$ cat config.mk
export PLATFORM = sky130hd
export DESIGN_NAME = multitouch_virtual_key_mapper_core
export DESIGN_NICKNAME = d
export VERILOG_FILES = /design/src/design/mvk_pkg.sv /design/src/design/multitouch_virtual_key_mapper_core.sv /design/src/design/mvk_ctrl.sv /design/src/design/mvk_layout.sv /design/src/design/mvk_slots.sv
export SDC_FILE = /design/constraint.sdc
export NUM_CORES = 1
export LEC_CHECK = 0
export BUFFER_PORTS_ARGS = -buffer_cell sky130_fd_sc_hd__buf_4
export CORE_MARGIN = 4
export CORE_UTILIZATION = 50
export CTS_CLUSTER_DIAMETER = 40
export DETAILED_ROUTE_END_ITERATION = 16
export PLACE_DENSITY = 0.66
export REMOVE_ABC_BUFFERS = 1
export SLEW_MARGIN = 20
export SYNTH_ARGS = -nofsm -noshare
export SYNTH_HDL_FRONTEND = slang
export SYNTH_HIERARCHICAL = 1
export SYNTH_SLANG_ARGS = --single-unit
$ cat constraint.sdc
create_clock -name clk_i -period 12.9 [get_ports clk_i]
set_input_delay 0.645 -clock clk_i [delete_from_list [all_inputs] [get_ports clk_i]]
set_output_delay 0.645 -clock clk_i [all_outputs]
set_load 0.01 [all_outputs]
$ cat src/design/mvk_pkg.sv
`timescale 1ns / 1ps

package mvk_pkg;

  // Field widths
  localparam int unsigned COORD_W   = 12;
  localparam int unsigned ID_W      = 32;
  localparam int unsigned KEY_TOTAL = 6;
  localparam int unsigned KEY_W     = 3;
  localparam int unsigned CFG_IDX_W = 1;

  localparam logic [KEY_W-1:0] NO_KEY = 3'd7;

  // Configuration register indexes
  localparam logic [CFG_IDX_W-1:0] CFG_WIDTH_IDX  = 1'b0;
  localparam logic [CFG_IDX_W-1:0] CFG_HEIGHT_IDX = 1'b1;

  // Reciprocals scaled by 2^16; exact floor for the operand ranges used
  localparam logic [12:0] RECIP9  = 13'd7282;
  localparam logic [12:0] RECIP12 = 13'd5462;
  localparam logic [14:0] RECIP3  = 15'd21846;

  typedef enum logic [1:0] {
    OP_DOWN   = 2'd0,
    OP_MOTION = 2'd1,
    OP_UP     = 2'd2
  } op_e;

  typedef enum logic [2:0] {
    ST_IDLE,
    ST_DIV,
    ST_CELL,
    ST_HIT,
    ST_APPLY
  } state_e;

  typedef struct packed {
    logic load;
    logic div;
    logic geom;
    logic hit;
    logic apply;
  } ctrl_cmd_t;

endpackage

$ cat src/design/multitouch_virtual_key_mapper_core.sv
`timescale 1ns / 1ps

// Channel  Direction  Handshake               Payload
// event    in         start & !busy           operation_i, finger_id_i, touch_x_i, touch_y_i
// result   out        done_o (one-cycle word) keys_down_o, event_applied_o
// config   in         cfg_we_i                cfg_idx_i (0 width, 1 height), cfg_wdata_i
//
// Each event word passes through the work steps: cell divisions, cell/margin/side,
// rectangle hit test with slot search, then the table update. The controller
// sequences these one after another; busy is high while they run. The result word
// is strobed on done_o in the cycle after the update, while a new event word may
// already be accepted. Reset clears the slot table and window size.
// The receiver cannot stall: take the result word in the cycle it is shown.

module multitouch_virtual_key_mapper_core import mvk_pkg::*; #(
  parameter int unsigned FINGER_SLOTS = 8
) (
  input  logic                 clk_i,
  input  logic                 rst_ni,
  input  logic                 start,
  output logic                 busy,
  input  logic [1:0]           operation_i,
  input  logic [ID_W-1:0]      finger_id_i,
  input  logic [COORD_W-1:0]   touch_x_i,
  input  logic [COORD_W-1:0]   touch_y_i,
  output logic [KEY_TOTAL-1:0] keys_down_o,
  output logic                 event_applied_o,
  output logic                 done_o,
  input  logic                 cfg_we_i,
  input  logic [CFG_IDX_W-1:0] cfg_idx_i,
  input  logic [COORD_W-1:0]   cfg_wdata_i
);

  ctrl_cmd_t        cmd;
  logic             win_ok;
  logic [KEY_W-1:0] key;

  // Sequence the four work steps of each accepted word
  mvk_ctrl u_ctrl (
    .clk_i  (clk_i),
    .rst_ni (rst_ni),
    .start  (start),
    .busy   (busy),
    .cmd_o  (cmd)
  );

  // Hold the window size and work out which key the touch falls on
  mvk_layout u_layout (
    .clk_i       (clk_i),
    .rst_ni      (rst_ni),
    .cmd_i       (cmd),
    .cfg_we_i    (cfg_we_i),
    .cfg_idx_i   (cfg_idx_i),
    .cfg_wdata_i (cfg_wdata_i),
    .touch_x_i   (touch_x_i),
    .touch_y_i   (touch_y_i),
    .win_ok_o    (win_ok),
    .key_o       (key)
  );

  // Keep the finger slots, apply the event and drive the result word
  mvk_slots #(
    .FINGER_SLOTS (FINGER_SLOTS)
  ) u_slots (
    .clk_i           (clk_i),
    .rst_ni          (rst_ni),
    .cmd_i           (cmd),
    .operation_i     (operation_i),
    .finger_id_i     (finger_id_i),
    .win_ok_i        (win_ok),
    .key_i           (key),
    .keys_down_o     (keys_down_o),
    .event_applied_o (event_applied_o),
    .done_o          (done_o)
  );

endmodule

$ cat src/design/mvk_ctrl.sv
`timescale 1ns / 1ps

module mvk_ctrl import mvk_pkg::*; (
  input  logic      clk_i,
  input  logic      rst_ni,
  input  logic      start,
  output logic      busy,
  output ctrl_cmd_t cmd_o
);

  state_e state_q, state_d;

  always_ff @(posedge clk_i or negedge rst_ni) begin
    if (!rst_ni) begin
      state_q <= ST_IDLE;
    end else begin
      state_q <= state_d;
    end
  end

  always_comb begin
    state_d = state_q;
    cmd_o   = '0;
    case (state_q)
      ST_IDLE: begin
        if (start) begin
          cmd_o.load = 1'b1;
          state_d    = ST_DIV;
        end
      end
      ST_DIV: begin
        cmd_o.div = 1'b1;
        state_d   = ST_CELL;
      end
      ST_CELL: begin
        cmd_o.geom = 1'b1;
        state_d    = ST_HIT;
      end
      ST_HIT: begin
        cmd_o.hit = 1'b1;
        state_d   = ST_APPLY;
      end
      ST_APPLY: begin
        cmd_o.apply = 1'b1;
        state_d     = ST_IDLE;
      end
      default: begin
        state_d = ST_IDLE;
      end
    endcase
  end

  assign busy = (state_q != ST_IDLE);

  a_start_enters: assert property (@(posedge clk_i) disable iff (!rst_ni)
    (start && !busy) |=> (state_q == ST_DIV))
    else $error("accepted word did not enter the sequence");

  a_apply_ends: assert property (@(posedge clk_i) disable iff (!rst_ni)
    (state_q == ST_APPLY) |=> !busy)
    else $error("sequence did not return to idle after apply");

endmodule

$ cat src/design/mvk_layout.sv
`timescale 1ns / 1ps

module mvk_layout import mvk_pkg::*; (
  input  logic                 clk_i,
  input  logic                 rst_ni,
  input  ctrl_cmd_t            cmd_i,
  input  logic                 cfg_we_i,
  input  logic [CFG_IDX_W-1:0] cfg_idx_i,
  input  logic [COORD_W-1:0]   cfg_wdata_i,
  input  logic [COORD_W-1:0]   touch_x_i,
  input  logic [COORD_W-1:0]   touch_y_i,
  output logic                 win_ok_o,
  output logic [KEY_W-1:0]     key_o
);

  localparam int unsigned CW = COORD_W + 1;

  logic [COORD_W-1:0] width_q, height_q;
  logic [COORD_W-1:0] x_q, y_q;
  logic [8:0]         q9_q, q12_q;
  logic [8:0]         cell_q;
  logic [7:0]         margin_q;
  logic [9:0]         side_q;
  logic [KEY_W-1:0]   key_q;

  logic [COORD_W-1:0] min_wh;
  logic [24:0]        prod9, prod12;
  logic [8:0]         cell_d;
  logic [23:0]        prod3;
  logic [KEY_W-1:0]   key_d;

  logic [CW-1:0] c, m, s, w, h, top, x13, y13;
  logic [CW-1:0] bx [KEY_TOTAL];
  logic [CW-1:0] by [KEY_TOTAL];
  logic [CW-1:0] bs [KEY_TOTAL];

  always_ff @(posedge clk_i or negedge rst_ni) begin
    if (!rst_ni) begin
      width_q  <= '0;
      height_q <= '0;
    end else if (cfg_we_i) begin
      case (cfg_idx_i)
        CFG_WIDTH_IDX:  width_q  <= cfg_wdata_i;
        CFG_HEIGHT_IDX: height_q <= cfg_wdata_i;
        default: ;
      endcase
    end
  end

  assign win_ok_o = (|width_q) && (|height_q);

  // Cell candidates: min(w,h)/9 and h/12
  assign min_wh = (width_q < height_q) ? width_q : height_q;
  assign prod9  = 25'(min_wh) * 25'(RECIP9);
  assign prod12 = 25'(height_q) * 25'(RECIP12);

  // Cell, margin = cell/3, side = cell + cell/2
  assign cell_d = (q9_q < q12_q) ? q9_q : q12_q;
  assign prod3  = 24'(cell_d) * 24'(RECIP3);

  always_ff @(posedge clk_i) begin
    if (cmd_i.load) begin
      x_q <= touch_x_i;
      y_q <= touch_y_i;
    end
    if (cmd_i.div) begin
      q9_q  <= prod9[24:16];
      q12_q <= prod12[24:16];
    end
    if (cmd_i.geom) begin
      cell_q   <= cell_d;
      margin_q <= prod3[23:16];
      side_q   <= 10'(cell_d) + 10'(cell_d >> 1);
    end
    if (cmd_i.hit) begin
      key_q <= key_d;
    end
  end

  // Key rectangles; every coordinate stays non-negative
  always_comb begin
    c   = CW'(cell_q);
    m   = CW'(margin_q);
    s   = CW'(side_q);
    w   = CW'(width_q);
    h   = CW'(height_q);
    x13 = CW'(x_q);
    y13 = CW'(y_q);
    top = h - m - (c + (c << 1));

    bx[0] = m;           by[0] = top + c;        bs[0] = c;
    bx[1] = m + (c << 1); by[1] = top + c;       bs[1] = c;
    bx[2] = m + c;       by[2] = top;            bs[2] = c;
    bx[3] = m + c;       by[3] = top + (c << 1); bs[3] = c;
    bx[4] = w - m - s;   by[4] = h - m - s;      bs[4] = s;
    bx[5] = w - m - c;   by[5] = m;              bs[5] = c;

    // First key in bit order wins where rectangles overlap
    key_d = NO_KEY;
    for (int k = KEY_TOTAL - 1; k >= 0; k--) begin
      if (x13 >= bx[k] && x13 < bx[k] + bs[k] &&
          y13 >= by[k] && y13 < by[k] + bs[k]) begin
        key_d = KEY_W'(k);
      end
    end
  end

  assign key_o = key_q;

endmodule

$ cat src/design/mvk_slots.sv
`timescale 1ns / 1ps

module mvk_slots import mvk_pkg::*; #(
  parameter int unsigned FINGER_SLOTS = 8
) (
  input  logic                clk_i,
  input  logic                rst_ni,
  input  ctrl_cmd_t           cmd_i,
  input  logic [1:0]          operation_i,
  input  logic [ID_W-1:0]     finger_id_i,
  input  logic                win_ok_i,
  input  logic [KEY_W-1:0]    key_i,
  output logic [KEY_TOTAL-1:0] keys_down_o,
  output logic                event_applied_o,
  output logic                done_o
);

  localparam int unsigned SLOT_IDX_W = (FINGER_SLOTS > 1) ? $clog2(FINGER_SLOTS) : 1;

  typedef logic [KEY_W-1:0] key_arr_t [FINGER_SLOTS];

  logic [FINGER_SLOTS-1:0] used_q, used_d;
  key_arr_t                key_q, key_d;
  logic [ID_W-1:0]         finger_q [FINGER_SLOTS];

  logic [1:0]              op_q;
  logic [ID_W-1:0]         id_q;
  logic                    tgt_found_q;
  logic [SLOT_IDX_W-1:0]   tgt_idx_q;

  logic                    free_found, match_found;
  logic [SLOT_IDX_W-1:0]   free_idx, match_idx;
  logic                    op_valid, commit;
  logic [KEY_TOTAL-1:0]    map_d, map_now;

  logic [KEY_TOTAL-1:0]    keys_down_q;
  logic                    applied_q, done_q;

  function automatic logic [KEY_TOTAL-1:0] key_map(logic [FINGER_SLOTS-1:0] used,
                                                   key_arr_t keys);
    logic [KEY_TOTAL-1:0] acc;
    acc = '0;
    for (int i = 0; i < FINGER_SLOTS; i++) begin
      if (used[i] && keys[i] < KEY_W'(KEY_TOTAL)) begin
        acc[keys[i]] = 1'b1;
      end
    end
    return acc;
  endfunction

  // Lowest free slot and lowest matching used slot
  always_comb begin
    free_found  = 1'b0;
    free_idx    = '0;
    match_found = 1'b0;
    match_idx   = '0;
    for (int i = FINGER_SLOTS - 1; i >= 0; i--) begin
      if (!used_q[i]) begin
        free_found = 1'b1;
        free_idx   = SLOT_IDX_W'(i);
      end
      if (used_q[i] && finger_q[i] == id_q) begin
        match_found = 1'b1;
        match_idx   = SLOT_IDX_W'(i);
      end
    end
  end

  assign op_valid = op_q inside {OP_DOWN, OP_MOTION, OP_UP};
  assign commit   = cmd_i.apply && win_ok_i && op_valid && tgt_found_q;

  always_comb begin
    used_d = used_q;
    key_d  = key_q;
    if (commit) begin
      case (op_q)
        OP_DOWN: begin
          used_d[tgt_idx_q] = 1'b1;
          key_d[tgt_idx_q]  = key_i;
        end
        OP_MOTION: begin
          key_d[tgt_idx_q] = key_i;
        end
        OP_UP: begin
          used_d[tgt_idx_q] = 1'b0;
          key_d[tgt_idx_q]  = NO_KEY;
        end
        default: ;
      endcase
    end
  end

  assign map_d   = key_map(used_d, key_d);
  assign map_now = key_map(used_q, key_q);

  always_ff @(posedge clk_i or negedge rst_ni) begin
    if (!rst_ni) begin
      used_q      <= '0;
      tgt_found_q <= 1'b0;
      done_q      <= 1'b0;
      for (int i = 0; i < FINGER_SLOTS; i++) begin
        key_q[i] <= NO_KEY;
      end
    end else begin
      used_q <= used_d;
      key_q  <= key_d;
      done_q <= cmd_i.apply;
      if (cmd_i.hit) begin
        tgt_found_q <= (op_q == OP_DOWN) ? free_found : match_found;
      end
    end
  end

  always_ff @(posedge clk_i) begin
    if (cmd_i.load) begin
      op_q <= operation_i;
      id_q <= finger_id_i;
    end
    if (cmd_i.hit) begin
      tgt_idx_q <= (op_q == OP_DOWN) ? free_idx : match_idx;
    end
    if (commit && op_q == OP_DOWN) begin
      finger_q[tgt_idx_q] <= id_q;
    end
    if (cmd_i.apply) begin
      keys_down_q <= map_d;
      applied_q   <= commit;
    end
  end

  assign keys_down_o     = keys_down_q;
  assign event_applied_o = applied_q;
  assign done_o          = done_q;

  a_map_matches_table: assert property (@(posedge clk_i) disable iff (!rst_ni)
    done_q |-> (keys_down_q == map_now))
    else $error("result word disagrees with slot table");

  a_down_takes_slot: assert property (@(posedge clk_i) disable iff (!rst_ni)
    (commit && op_q == OP_DOWN) |=>
      ($countones(used_q) == $past($countones(used_q)) + 1))
    else $error("applied down did not occupy one slot");

  a_up_frees_slot: assert property (@(posedge clk_i) disable iff (!rst_ni)
    (commit && op_q == OP_UP) |=>
      ($countones(used_q) + 1 == $past($countones(used_q))))
    else $error("applied up did not free one slot");

endmodule
==> flow_summary_export.csv <==
group,metric,value,unit
worst_setup_path,cp_data_required_time,13.24,ns
worst_setup_path,worstSetupPathDepth,28,
drt,wl_per_cell,20.7,um
floorplan,start_util,0.507,
worst_setup_path,crit_family,"adder cells",
clock_tree,cts_sinks,433,
floorplan,die_width,275,um
timing,post-route-min-period,8.29,ns
clock_tree,clock_latency,0.62,ns
worst_setup_path,reg2reg_to,"u_layout/q9_q[8]",
timing,setup_tns,0,ns
clock_tree,root_buffer,"clkbuf_16",
worst_setup_path,crit_buf_inv,5,
yosys,ys_types,95,
yosys,ys_seq_elements,433,
worst_setup_path,worstSetupPathType,"reg2reg",
yosys,synth_edf_count,372,
timing,finClkSkew,0.0272,ns
yosys,syn-cell-area,35600,um2
worst_setup_path,worst-path-max-fanout,21,
worst_setup_path,crit_start,"u_layout/height_q[6]",
clock_tree,h-tree-depth,3,
yosys,yosys.area.top_type,"edfxtp_1",
flow_run,drv_cap,0,
worst_setup_path,cp_slowest_cell,"o21ai_0",
worst_setup_path,crit_arrival,8.63,ns
layout,layout-drive-gt1-share,0.0981,
drt,viasPerCell,5.69,
worst_setup_path,max_stage_delay,0.86,ns
worst_setup_path,critPathCapture,"u_layout/q9_q[8]",
drt,routed_wl,91800,um
floorplan,die_y,275,um
floorplan,fp.dieArea,75500,um2
clock_tree,hold_buffers,0,
yosys,synth_warnings,6,
global_route,antenna_found_initial,2,
timing,slew_headroom,0.291,
timing,finalSetupViolations,0,
drt,first_iter_violations,1648,
worst_setup_path,cp-end-kind,"flop",
global_route,grt_pass1_vias,26000,
clock_tree,path_clk_slew,0.06,ns
drt,dr.pass1.iters,5,
global_route,grt_overflow,0,
floorplan,core_area,70300,um2
worst_setup_path,r2r_start,"u_layout/height_q[6]",
yosys,seq_area_frac_synth,0.358,
timing,layout_setup_ws,4.61,ns
placed_design,pre_cts_slack,4.46,ns
layout,layout_commonest_cell,"ha_1",
layout,final_cell_mix,"ha_1, inv_1, edfxtp_1",
timing,fin_crit_sh,0.642,
drt,postRouteAntennaNets,0,
timing,hold_viol,0,
yosys,async_flop_share,0.141,
timing,worst_pin_slew,1.05,ns
timing,slew_violations,0,
worst_setup_path,worst_setup_path_start_kind,"flop",
worst_hold_path,hp-class,"in2async",
global_route,grt_pass1_wl,144000,um
drt,drc_errors,0,
timing,rsz0062_at_grt,"false",
global_route,grt_usage,0.244,
placed_design,place_congestion,0.940,
floorplan,fp-row-count,97,
worst_setup_path,crit_top_cell,"inv_1",
yosys,syn_inst,3283,
yosys,syn_area_per_cell,10.8,um2
timing,fmax,121,MHz
worst_setup_path,rrSetupSlack,4.61,ns
drt,dr_total_vias,25200,
placed_design,io_buffers,83,
yosys,ys.flop_type,"edfxtp_1",
clock_tree,numCtsBuffers,72,
status,status,"finished, final reports clean",
clock_tree,post_cts_buffers,0,
global_route,grt_max_degree,62,
placed_design,place_hpwl,70500,um
floorplan,boundaryPins,84,
clock_tree,cts_tree,"built",
yosys,synth_top_area_frac,0.314,
clock_tree,cts-resized-gates,0,
worst_setup_path,r2r.worst_path.cells,28,
layout,nets,4190,
clock_tree,cts_max_path_buffers,3,
yosys,synthTopCellsByArea,"edfxtp_1, ha_1, fa_1",
layout,area_growth,12.4,%
-- worst reg2reg max path, delay by kind of cell, from the launching register on --
kind	cells	cell delay (ns)
XOR/XNOR	1	0.13
AO/OA/AOI/OAI	8	2.32
flip-flops	1	0.51
buffers and inverters	5	0.51
adder cells (fa/ha/maj)	7	2.92
AND/OR/NAND/NOR	7	1.62
-- state kept, by name, summed over array words and instances (netlist names), 9 cells and up --
register           flops
u_slots/key_q         24
u_layout/cell_q        9
u_slots/finger_q     256
u_layout/width_q      12
u_layout/side_q       10
u_layout/q12_q         9
u_layout/y_q          12
u_slots/id_q          32
u_layout/q9_q          9
u_layout/height_q     12
u_layout/x_q          12
-- final cells by class --
cell class	count	area, um2
Fill cell	5845	30200
Multi-Input combinational cell	2383	21200
Sequential cell	433	12700
Clock buffer	81	1890
Inverter	419	1570
Tap cell	940	1180
Timing Repair Buffer	117	878
Clock inverter	53	601
Antenna cell	3	7.51
-- routing by layer --
| metal | GRT usage | routed length (um) |
|---|---|---|
| met4 | 0.0720 | 2580 |
| met5 | 0 | 0 |
| met3 | 0.0305 | 4750 |
| met1 | 0.332 | 40900 |
| met2 | 0.410 | 43600 |
-- cell families after synthesis --
group,after synthesis,synth area share
simple gates,609,0.0914
xor+xnor,434,0.107
flops,433,0.358
mux,55,0.0169
compound gates,596,0.110
buf+inv,467,0.0493
fa+ha+maj,689,0.268
-- per-stage QoR --
stage | util | hold slack (ns) | instances | area, um2
finish | 0.570 | 0.130 | 4429 | 40000
global route | 0.570 | 0.164 | 4428 | 40000
CTS | 0.570 | 0.143 | 4426 | 40000
detailed placement | 0.534 | 0.571 | 4292 | 37500
global placement | 0.534 | 0.569 | 4292 | 37500
floorplan | - | 0.349 | 3235 | 35400
-- how the worst min path moves through the flow --
| stage | to | slack, ns | cells after the start |
|---|---|---|---|
| floorplan | u_ctrl/state_q[0] | 0.35 | 0 |
| global placement | u_ctrl/state_q[1] | 0.57 | 1 |
| detailed placement | u_slots/key_q[21] | 0.57 | 2 |
| CTS | u_slots/done_o | 0.14 | 1 |
| global route | u_slots/used_q[1] | 0.16 | 1 |
| finish | u_slots/tgt_found_q | 0.13 | 1 |
-- cell usage after synthesis, types with 13 or more instances --
cell / count
ha_1: 568
inv_1: 417
edfxtp_1: 372
xor2_1: 253
xnor2_1: 179
a21oi_1: 158
fa_1: 121
o21ai_0: 114
nor2_1: 112
nand2_1: 103
a21o_1: 83
nand2b_1: 56
nor4_1: 56
nor3_1: 51
nand3_1: 49
o21a_1: 48
nand4_1: 45
clkbuf_1: 43
nor2b_1: 40
dfrtp_1: 37
mux2_2: 32
o21bai_1: 27
dfstp_2: 24
mux2i_1: 21
a211oi_1: 19
or3_1: 19
a31oi_1: 15
and3_1: 13
Power is left out: the tool's default activity adds up to more than one toggle a clock period on the data nets, which glitch-free logic cannot reach.
